[src/rtl/core/six_channel_symmetric_fir_unit_macros.svh]
// Assertion macros shared by the smoothing filter RTL.
`ifndef SIX_CHANNEL_SYMMETRIC_FIR_UNIT_MACROS_SVH
`define SIX_CHANNEL_SYMMETRIC_FIR_UNIT_MACROS_SVH

// Same-cycle implication, sampled on clk and ignored while rst is high.
`define SCSFIR_ASSERT_NOW(label, ante, cons, msg) \
  label: assert property (@(posedge clk) disable iff (rst) (ante) |-> (cons)) \
    else $error(msg);

// Next-cycle implication, sampled on clk and ignored while rst is high.
`define SCSFIR_ASSERT_NEXT(label, ante, cons, msg) \
  label: assert property (@(posedge clk) disable iff (rst) (ante) |=> (cons)) \
    else $error(msg);

`endif

[src/rtl/core/scsfir_pkg.sv]
// Shared constants, types and register indexes of the six channel smoothing filter.
package scsfir_pkg;

  localparam int WEIGHT_BITS_DEFAULT = 16;
  localparam int SAMPLE_BITS_DEFAULT = 8;

  localparam int TAPS        = 10;
  localparam int CHANNELS    = 6;
  localparam int NUM_WEIGHTS = TAPS / 2;

  localparam int INDEX_BITS = 3;

  localparam logic [INDEX_BITS-1:0] REG_WEIGHT_OUTER  = 3'd0;
  localparam logic [INDEX_BITS-1:0] REG_WEIGHT_SECOND = 3'd1;
  localparam logic [INDEX_BITS-1:0] REG_WEIGHT_THIRD  = 3'd2;
  localparam logic [INDEX_BITS-1:0] REG_WEIGHT_FOURTH = 3'd3;
  localparam logic [INDEX_BITS-1:0] REG_WEIGHT_CENTER = 3'd4;

  // Reset weights, outermost tap pair first, in Q0.16.
  localparam logic [31:0] WEIGHT_RESET [NUM_WEIGHTS] = '{
    32'd144, 32'd1140, 32'd4830, 32'd10892, 32'd15761
  };

  typedef struct packed {
    logic shift;      // shift a new sample into the delay line
    logic load_prod;  // capture the weighted tap pairs
    logic load_out;   // capture the final filtered value
  } scsfir_ctrl_t;

endpackage

[src/rtl/core/scsfir_weights.sv]
// Register bank holding the five shared filter weights.
module scsfir_weights #(
  parameter int WEIGHT_BITS = scsfir_pkg::WEIGHT_BITS_DEFAULT
) (
  input  logic                               clk,
  input  logic                               rst,
  input  logic                               wr_en,
  input  logic [scsfir_pkg::INDEX_BITS-1:0]  wr_index,
  input  logic [WEIGHT_BITS-1:0]             wr_data,
  output logic [WEIGHT_BITS-1:0]             weights [scsfir_pkg::NUM_WEIGHTS]
);
  import scsfir_pkg::*;

  always_ff @(posedge clk) begin
    if (rst) begin
      for (int i = 0; i < NUM_WEIGHTS; i++) begin
        weights[i] <= WEIGHT_BITS'(WEIGHT_RESET[i]);
      end
    end else if (wr_en) begin
      case (wr_index)
        REG_WEIGHT_OUTER:  weights[0] <= wr_data;
        REG_WEIGHT_SECOND: weights[1] <= wr_data;
        REG_WEIGHT_THIRD:  weights[2] <= wr_data;
        REG_WEIGHT_FOURTH: weights[3] <= wr_data;
        REG_WEIGHT_CENTER: weights[4] <= wr_data;
        default: ;
      endcase
    end
  end

endmodule

[config.mk]
export PLATFORM = sky130hd
export DESIGN_NAME = scsfir_weights
export DESIGN_NICKNAME = d
export VERILOG_FILES = /design/src/rtl/core/six_channel_symmetric_fir_unit_macros.svh /design/src/rtl/core/scsfir_pkg.sv /design/src/rtl/core/scsfir_weights.sv
export SDC_FILE = /design/constraint.sdc
export NUM_CORES = 1
export LEC_CHECK = 0
export ABC_CLOCK_PERIOD_IN_PS = 3180
export BUFFER_PORTS_ARGS = -buffer_cell sky130_fd_sc_hd__clkbuf_2
export CELL_PAD_IN_SITES_DETAIL_PLACEMENT = 1
export CELL_PAD_IN_SITES_GLOBAL_PLACEMENT = 2
export CORE_AREA = 5 5 104 106
export CTS_BUF_LIST = sky130_fd_sc_hd__clkbuf_8
export DETAILED_ROUTE_END_ITERATION = 12
export DIE_AREA = 0 0 109 111
export PLACE_DENSITY = 0.92
export REMOVE_ABC_BUFFERS = 1
export SLEW_MARGIN = 25
export SYNTH_ARGS = -nofsm -noshare
export SYNTH_HDL_FRONTEND = slang
export SYNTH_SLANG_ARGS = --single-unit
[constraint.sdc]
create_clock -name clk -period 3.18 [get_ports clk]
set_clock_uncertainty 0.2 [all_clocks]
set_input_delay 0 -clock clk [delete_from_list [all_inputs] [get_ports clk]]
set_output_delay 0 -clock clk [all_outputs]
set_load 0.02 [all_outputs]
==> metrics.md <==
| Metric | Value |
|---|---|
| Status | `complete, no violations` |
| Critical Path AT | `2.12 ns` |
| Die Ht | `111 µm` |
| Leak | `between 2 and 2.5 nW` |
| Top-level port count | `102` |
| Worst-path clk slew | `~0.08 ns` |
| Post-layout min period | `2.055 ns` |
| Wire per inst | `15.67 µm` |
| Synth Area per Inst | `10.58 µm²` |
| Site Rows | `36` |
| Max-slew headroom | `0.4576` |
| Vias/cell | `4.489` |
| Worst hold path class | `input pin to flop` |
| Largest Register | `weights` |
| Crit-path max cell delay | `0.83 ns` |
| Non-Filler Instances | `554` |
| Pwr Density | `between 400 and 500 nW/µm²` |
| Overflow after GRT | `0` |
| Skew-Pair Late Insertion Delay | `0.33 ns` |
| Layout cells sized above 1 | `0.2874` |
| Initial antenna violation count | `0` |
| Fin. Hold Viols | `0` |
| RSZ-0062 raised after global routing | `false` |
| CP cell instances | `dlygate4sd3_1 > clkbuf_2 > nor4b_4 > dlygate4sd3_1 > mux2i_1` |
| Antenna fix cells | `0` |
| Distinct cells, synth | `15` |
| Reg2Reg Setup Slack | `2.29 ns` |
| Routability cong. | `around 0.7` |
| Layout Area Growth over Synthesis | `32.72%` |
| Largest fanout on the critical path | `10` |
| Port buffer count | `between 100 and 150` |
| Peak supply drop | `approximately 0.25 mV` |
| First-pass GRT wire length | `around 14 mm` |
| Final wirelength | `8.680 mm` |
| Top cell type's share of synthesized area | `0.4981` |
| CTS Buf Count | `9` |
| Max reg flops | `80` |
| Final TNS setup | `0 ns` |
| Measured slew at the worst slew-check pin | `0.8136 ns` |
| Die Area | `12,100 µm²` |
| Vias in the first global route | `2,576` |
| Post-Syn Area | `3216 µm²` |
| Routed via count | `2,487` |
| Commonest cells after routing, fill and taps aside | `clkbuf_2 (100), mux2i_1 (80), dfxtp_1 (80)` |
| Initial Utilization | `0.3320` |
| Clock net sink count | `80` |
| Fmax | `0.4865 GHz` |
| Top post-synthesis cells by area | `dfxtp_1 (50%), mux2i_1 (25%), nand2b_1 (13%)` |
| Cts repair resizes | `0` |
| Sequential element share of the synthesized area | `0.4981` |
| CTS tree | `done` |
| Largest net degree at the start of global routing | `53` |
| Fin crit share | `0.6464` |
| Clock Path Buffers | `2` |
| Placed Instances | `between 500 and 600` |
| H-tree levels | `3` |
| Leading area contributor after synthesis | `dfxtp_1` |
| CP Data Required Time | `3.24 ns` |
| # setup viols final | `0` |
| Final Worst Setup Slack | `around 1.1 ns` |
| Setup crit end kind | `flop` |
| Final core utilization | `0.4407` |
| Reported max-cap violation count | `0` |
| Startpoint types | `input pin` |
| Pre-CTS setup slack | `between 1.5 and 2 ns` |
| Root Buffer | `clkbuf_8` |
| FILL cells | `1,118` |
| Dpl hpwl | `6.103 mm` |
| Overall power | `2.110 mW` |
| # DRC | `0` |
| Post-route ant nets | `0` |
| Die width | `109 µm` |
| Worst path slowest cell | `dlygate4sd3_1` |
| Flops & latches, synth | `80` |
| Core area | `~9700 µm²` |
| Syn Inst Count | `304` |
| Initial DRT Pass Iterations | `4` |
| Most Frequent Cell on Critical Path | `dlygate4sd3_1` |
| DRT iter0 DRCs | `57` |
| Total track usage | `0.1440` |
| WS Path Type | `input pin to flop` |
| Ys Warns | `0` |
| Most common cell after layout, fill and taps aside | `clkbuf_2` |
| Largest registers | `weights: 80 flops` |
| Final #Nets | `439` |
| Slew Viols, Final | `0` |
==> cell usage after synthesis <==
| master | instances |
|---|---|
| nor4bb_1 | 1 |
| nor2_1 | 43 |
| and4b_1 | 1 |
| and4bb_1 | 2 |
| mux2i_1 | 80 |
| nand4bb_1 | 3 |
| nand2b_1 | 67 |
| dfxtp_1 | 80 |
| nor4b_4 | 1 |
| buf_1 | 1 |
| buf_6 | 1 |
| nand4b_1 | 1 |
| or4b_1 | 1 |
| buf_2 | 11 |
| clkbuf_1 | 11 |
==> area by class of cell <==
| type | instances | area, µm² | share of cell area |
|---|---|---|---|
| sequential | 80 | 1602 | 0.3753 |
| multi-input combinational | 200 | 1509 | 0.3536 |
| timing repair buffer | 126 | 755.7 | 0.1771 |
| tap | 133 | 166.4 | 0.03899 |
| clock buffer | 10 | 137.6 | 0.03225 |
| clock inverter | 5 | 97.59 | 0.02287 |
==> report_power, final <==
part	switching, mW	leakage [nW]	total, mW	internal, mW
clock network	0.344	0.125	0.878	0.534
logic	0.109	1.28	0.196	0.0866
registers	0.0130	0.649	1.04	1.02
==> path summary, 6_finish.rpt <==
path	depth (start not counted)	end	startpoint
worst max-delay path	5	weights[64]	wr_index[0]
worst min-delay path	3	weights[8]	wr_en
worst max register to register	2	weights[0]	weights[0]
worst min register to register	2	weights[22]	weights[22]
==> metal layers <==
layer,global-route usage,share of wire,up-vias
met5,0,0,-
met4,0.04040,0.0078,0
met3,0.04077,0.052,6
met2,0.2465,0.51,64
met1,0.1737,0.43,1190
li1,-,-,1227
==> kinds of logic after synthesis <==
kind of cell,after synthesis,synth area share
simple gates,120,0.2183
mux,80,0.2490
flops,80,0.4981
buf+inv,24,0.03463
==> metrics by stage <==
stage	area, µm²	hold slack (ns)
after floorplan	3104	-0.04531
after global placement	3832	0.07130
after detailed placement	3832	0.08029
after CTS	4268	0.04167
after global routing	4268	0.08200
final	4268	0.05889
==> worst max-delay path: cells and delay by family <==
kind	cells	cell delay, ns
muxes	1	0.25
and+or+nand+nor	1	0.31
buffers and inverters	3	1.55
==> what timing repair did <==
| item | CTS | global route |
|---|---|---|
| endpoints found under the hold margin | 80 | 0 |
| hold buffers | 20 | 0 |
| setup buffers | 0 | 0 |
| setup endpoints to repair | 0 | 0 |
No activity file was read; power rests on OpenSTA's default activity.
