**src/rtl/core/six_channel_symmetric_fir_unit_macros.svh**
```systemverilog
// Assertion macros shared by the smoothing filter RTL.
`ifndef SIX_CHANNEL_SYMMETRIC_FIR_UNIT_MACROS_SVH
`define SIX_CHANNEL_SYMMETRIC_FIR_UNIT_MACROS_SVH

// Same-cycle implication, sampled on clk and ignored while rst is high.
`define SCSFIR_ASSERT_NOW(label, ante, cons, msg) \
  label: assert property (@(posedge clk) disable iff (rst) (ante) |-> (cons)) \
    else $error(msg);

// Next-cycle implication, sampled on clk and ignored while rst is high.
`define SCSFIR_ASSERT_NEXT(label, ante, cons, msg) \
  label: assert property (@(posedge clk) disable iff (rst) (ante) |=> (cons)) \
    else $error(msg);

`endif

```
**src/rtl/core/scsfir_pkg.sv**
```systemverilog
// Shared constants, types and register indexes of the six channel smoothing filter.
package scsfir_pkg;

  localparam int WEIGHT_BITS_DEFAULT = 16;
  localparam int SAMPLE_BITS_DEFAULT = 8;

  localparam int TAPS        = 10;
  localparam int CHANNELS    = 6;
  localparam int NUM_WEIGHTS = TAPS / 2;

  localparam int INDEX_BITS = 3;

  localparam logic [INDEX_BITS-1:0] REG_WEIGHT_OUTER  = 3'd0;
  localparam logic [INDEX_BITS-1:0] REG_WEIGHT_SECOND = 3'd1;
  localparam logic [INDEX_BITS-1:0] REG_WEIGHT_THIRD  = 3'd2;
  localparam logic [INDEX_BITS-1:0] REG_WEIGHT_FOURTH = 3'd3;
  localparam logic [INDEX_BITS-1:0] REG_WEIGHT_CENTER = 3'd4;

  // Reset weights, outermost tap pair first, in Q0.16.
  localparam logic [31:0] WEIGHT_RESET [NUM_WEIGHTS] = '{
    32'd144, 32'd1140, 32'd4830, 32'd10892, 32'd15761
  };

  typedef struct packed {
    logic shift;      // shift a new sample into the delay line
    logic load_prod;  // capture the weighted tap pairs
    logic load_out;   // capture the final filtered value
  } scsfir_ctrl_t;

endpackage

```
**src/rtl/core/scsfir_channel.sv**
```systemverilog
// One channel: delay line, weighted tap pairs and the final sum with saturation.
module scsfir_channel #(
  parameter int WEIGHT_BITS = scsfir_pkg::WEIGHT_BITS_DEFAULT,
  parameter int SAMPLE_BITS = scsfir_pkg::SAMPLE_BITS_DEFAULT
) (
  input  logic                      clk,
  input  logic                      rst,
  input  scsfir_pkg::scsfir_ctrl_t  ctrl,
  input  logic [SAMPLE_BITS-1:0]    sample,
  input  logic [WEIGHT_BITS-1:0]    weights [scsfir_pkg::NUM_WEIGHTS],
  output logic [SAMPLE_BITS-1:0]    result
);
  import scsfir_pkg::*;

  localparam int PAIR_BITS   = SAMPLE_BITS + 1;
  localparam int PROD_BITS   = PAIR_BITS + WEIGHT_BITS;
  localparam int SUM_BITS    = PROD_BITS + 3;
  localparam int SCALED_BITS = SUM_BITS - WEIGHT_BITS;

  logic [SAMPLE_BITS-1:0] history [TAPS];
  logic [PAIR_BITS-1:0]   pair    [NUM_WEIGHTS];
  logic [PROD_BITS-1:0]   prod    [NUM_WEIGHTS];
  logic [SUM_BITS-1:0]    acc;
  logic [SCALED_BITS-1:0] scaled;
  logic [SAMPLE_BITS-1:0] result_next;

  // Entry 0 holds the newest sample.
  always_ff @(posedge clk) begin
    if (rst) begin
      for (int i = 0; i < TAPS; i++) begin
        history[i] <= '0;
      end
    end else if (ctrl.shift) begin
      history[0] <= sample;
      for (int i = 1; i < TAPS; i++) begin
        history[i] <= history[i-1];
      end
    end
  end

  always_comb begin
    for (int i = 0; i < NUM_WEIGHTS; i++) begin
      pair[i] = PAIR_BITS'(history[i]) + PAIR_BITS'(history[TAPS-1-i]);
    end
  end

  always_ff @(posedge clk) begin
    if (ctrl.load_prod) begin
      for (int i = 0; i < NUM_WEIGHTS; i++) begin
        prod[i] <= PROD_BITS'(pair[i]) * PROD_BITS'(weights[i]);
      end
    end
  end

  // All terms are non-negative, so dropping the fraction truncates toward zero.
  always_comb begin
    acc = '0;
    for (int i = 0; i < NUM_WEIGHTS; i++) begin
      acc = acc + SUM_BITS'(prod[i]);
    end
    scaled = acc[SUM_BITS-1:WEIGHT_BITS];
    if (scaled[SCALED_BITS-1:SAMPLE_BITS] != '0) begin
      result_next = '1;
    end else begin
      result_next = scaled[SAMPLE_BITS-1:0];
    end
  end

  always_ff @(posedge clk) begin
    if (ctrl.load_out) begin
      result <= result_next;
    end
  end

endmodule

```
**config.mk**
```make
export PLATFORM = sky130hd
export DESIGN_NAME = scsfir_channel
export DESIGN_NICKNAME = d
export VERILOG_FILES = /design/src/rtl/core/six_channel_symmetric_fir_unit_macros.svh /design/src/rtl/core/scsfir_pkg.sv /design/src/rtl/core/scsfir_channel.sv
export SDC_FILE = /design/constraint.sdc
export NUM_CORES = 2
export LEC_CHECK = 0
export ABC_AREA = 1
export BUFFER_PORTS_ARGS = -buffer_cell sky130_fd_sc_hd__buf_2
export CORE_UTILIZATION = 40
export DETAILED_ROUTE_END_ITERATION = 8
export HOLD_SLACK_MARGIN = 0.03
export SLEW_MARGIN = 5
export SYNTH_ARGS = -nofsm -noshare
export SYNTH_HDL_FRONTEND = slang
export SYNTH_SLANG_ARGS = --single-unit
```
**constraint.sdc**
```tcl
create_clock -name clk -period 10.05 [get_ports clk]
set_input_delay 3.015 -clock clk [delete_from_list [all_inputs] [get_ports clk]]
set_output_delay 3.015 -clock clk [all_outputs]
set_load 0.005 [all_outputs]
```
==> impl_metrics.csv <==
group,metric,value,unit
outcome,outcome,"finished clean",
grt,grt_max_degree,81,
clock_network,cts_hold_buf,0,
synthesis,synth.area.top_cells,"fa_1 (34%), edfxtp_1 (19%), inv_1 (11%)",
synthesis,synth_edf_count,213,
synthesis,synth_nets,4946,
drt,dr_wl_met3,4670,µm
timing,hold_viol,0,
floorplan,core,84100,µm²
floorplan,start_util,0.406,
setup_path,worstSetupEndpointType,"flip-flop",
grt,grt_pass1_vias,26600,
drt,wire_per_inst,16.9,µm
setup_path,path_class,"primary input to flip-flop",
grt,grt_pass1_wl,143000,µm
synthesis,ys.flop_type,"edfxtp_1",
drt,wl_met1,41200,µm
finish,layout.nets,5028,
min_path,hold_path_class,"flip-flop to flip-flop",
timing,setup_viol,0,
timing,fin_worst_skew,0.0194,ns
timing,final-max-slew-violation-count,0,
synthesis,yosysSeqAreaShare,0.187,
min_path,min_to,"history[0][46]$_SDFFCE_PN0P_",
synthesis,syn_area,34100,µm²
drt,vias_per_cell,4.92,
floorplan,die_w,294,µm
timing,setup_ws,3.13,ns
setup_path,crit_arrival,7.25,ns
drt,detail_route.first_pass.iterations,6,
clock_network,cts_sinks,213,
clock_network,cts_buffer_depth,3,
placed_design,dpl.hpwl,75900,µm
finish,n_antenna_cell,0,
timing,slew_headroom,0.284,
min_path,min_path_cells,2,
run,cap_violations,0,
setup_path,crit_fanout,6,
setup_path,crit_required,10.38,ns
setup_path,start_kind,"primary input",
drt,routed_wl,88300,µm
placed_design,placed_area,35900,µm²
setup_path,r2r_setup_slack,3.64,ns
clock_network,cts_tree,"built",
grt,antenna_found_initial,0,
timing,post-route-period-util,0.689,
finish,fillers,8408,
clock_network,clk_pin_slew,0.06,ns
min_path,hp-start,"history[0][38]$_SDFFCE_PN0P_",
finish,drive_gt1_frac,0.0487,
grt,overflow,0,
synthesis,yosysWarningCount,0,
finish,stdcell_area,36700,µm²
drt,dr.max_layer_used,"met4",
clock_network,cts_max_level,1,
clock_network,post_cts_buffers,0,
clock_network,cts-root-buf,"clkbuf_16",
timing,fin_setup_tns,0,ns
clock_network,clk-insertion-delay-late,0.55,ns
setup_path,worstRegToRegCells,21,
timing,worst_pin_slew,1.07,ns
drt,drc_errors,0,
finish,utilization,0.437,
floorplan,rows,106,
synthesis,synth_top_cell_by_area,"fa_1",
timing,fmax,145,MHz
synthesis,ys_types,43,
setup_path,r2r_end,"prod[0][16]$_DFFE_PP_",
placed_design,dp_slack,2.61,ns
drt,dr_wl_met2,40800,µm
setup_path,r2r-start,"history[0][0]$_SDFFCE_PN0P_",
clock_network,cts_made_buffers,25,
finish,areaGrowthSynthToFinish,7.53,%
drt,ant_nets,0,
synthesis,syn_inst,3989,
synthesis,synth_seq_cells,213,
floorplan,die_h,294,µm
placed_design,io_buffers,100,
drt,drtIter0Drc,1765,
grt,grt_usage,0.211,
synthesis,synth_top_cell_area_share,0.336,
drt,vias,25700,
placed_design,gp_congestion,0.931,
floorplan,dieArea,86500,µm²
timing,rsz0062_at_grt,"false",
clock_network,cts_resized,0,
floorplan,ioPinCount,101,
synthesis,async_flop_share,0,
timing,fin_crit,6.92,ns
synthesis,syn_avg_cell_area,8.56,µm²
==> how the worst max path moves through the flow <==
| stage | start | depth (start not counted) | slack, ns | end |
|---|---|---|---|---|
| after CTS | weights[69] | 16 | 3.19 | prod[0][16]$_DFFE_PP_ |
| after global placement | weights[69] | 16 | 2.62 | prod[0][16]$_DFFE_PP_ |
| after detailed placement | weights[69] | 16 | 2.61 | prod[0][16]$_DFFE_PP_ |
| after global routing | weights[21] | 18 | 2.98 | prod[0][92]$_DFFE_PP_ |
| final | weights[69] | 16 | 3.13 | prod[0][16]$_DFFE_PP_ |
| after floorplan | weights[69] | 18 | 3.29 | prod[0][19]$_DFFE_PP_ |
==> sequential cells by signal, summed over array words and instances (netlist names) <==
signal	cells
prod	125
history	80
result	8
==> worst max-delay path: stages <==
cell     delay [ns]
buf_2          0.13
inv_1          0.18
nor2_1         0.10
fa_1           0.55
inv_1          0.06
fa_1           0.53
inv_1          0.05
fa_1           0.47
inv_1          0.05
fa_1           0.48
inv_1          0.04
ha_1           0.36
nand2_1        0.13
nor4_1         0.51
a21oi_1        0.23
xnor2_1        0.35
==> cell usage in the layout (no fill, tap or decap), types with 4 or more instances in the layout <==
cell       netlist  routed
o31a_1           8       8
buf_2            7      99
nand2_2          5       6
nor2_2           5       5
ha_1           291     291
xnor2_1         45      44
edfxtp_1       213     213
nor3_1          17      17
buf_4           10      14
o21bai_1         9       9
or2_2            7       6
a211oi_1         6       6
xor2_1          68      68
a21oi_1        170     170
o211ai_1         5       5
nand3_1         89      89
o21ai_1         14      14
fa_1           573     573
nand4_1         29      29
o21a_1          10      10
clkbuf_1        40       5
inv_1          976     976
xor2_2           6       6
nor4_1          25      25
clkbuf_16        0      25
o21ai_2         15      15
o21ai_0         75      75
nor2_1         650     650
clkinv_1         0       4
o21bai_2         4       4
a21o_1          10      10
nand2_1        586     585
==> cell usage after synthesis (all sizes together) (13+ instances only) <==
library cell / number
o21ai: 104
a21oi: 171
clkbuf: 40
buf: 18
fa: 573
edfxtp: 213
nand4: 29
xnor2: 45
nand3: 89
nand2: 591
o21bai: 13
inv: 978
ha: 291
nor2: 656
nor3: 18
nor4: 25
xor2: 74
==> layer usage <==
| layer | global-route usage | vias up |
|---|---|---|
| met3 | 0.0267 | 109 |
| li1 | - | 12200 |
| met1 | 0.300 | 12700 |
| met5 | 0 | - |
| met4 | 0.0384 | 0 |
| met2 | 0.346 | 650 |
==> cell families (layout without fill, tap and decap cells) <==
logic type,count (synthesis),after routing,share of synthesized area
simple gates,1421,1421,0.166
buf+inv,1036,1135,0.115
fa+ha+maj,864,864,0.443
compound gates,336,336,0.0564
flops,213,213,0.187
xor+xnor,119,119,0.0319
==> per-stage QoR <==
| stage | cells | hold slack (ns) |
|---|---|---|
| floorplan | 3989 | 0.549 |
| global placement | 5178 | 0.562 |
| detailed placement | 5178 | 0.569 |
| CTS | 5222 | 0.582 |
| global route | 5222 | 0.612 |
| finish | 5222 | 0.578 |
==> cell type report <==
type                       instances  area [µm²]  area share
multi-input combinational       2740       23800       0.649
sequential                       213        6400       0.174
inverter                         978        3670       0.100
tap                             1134        1420      0.0387
clock buffer                      30         644      0.0176
timing repair buffer             113         601      0.0164
clock inverter                    14         165     0.00450
Power is left out: the tool's default activity adds up to more than one toggle a clock period on the data nets, which glitch-free logic cannot reach.
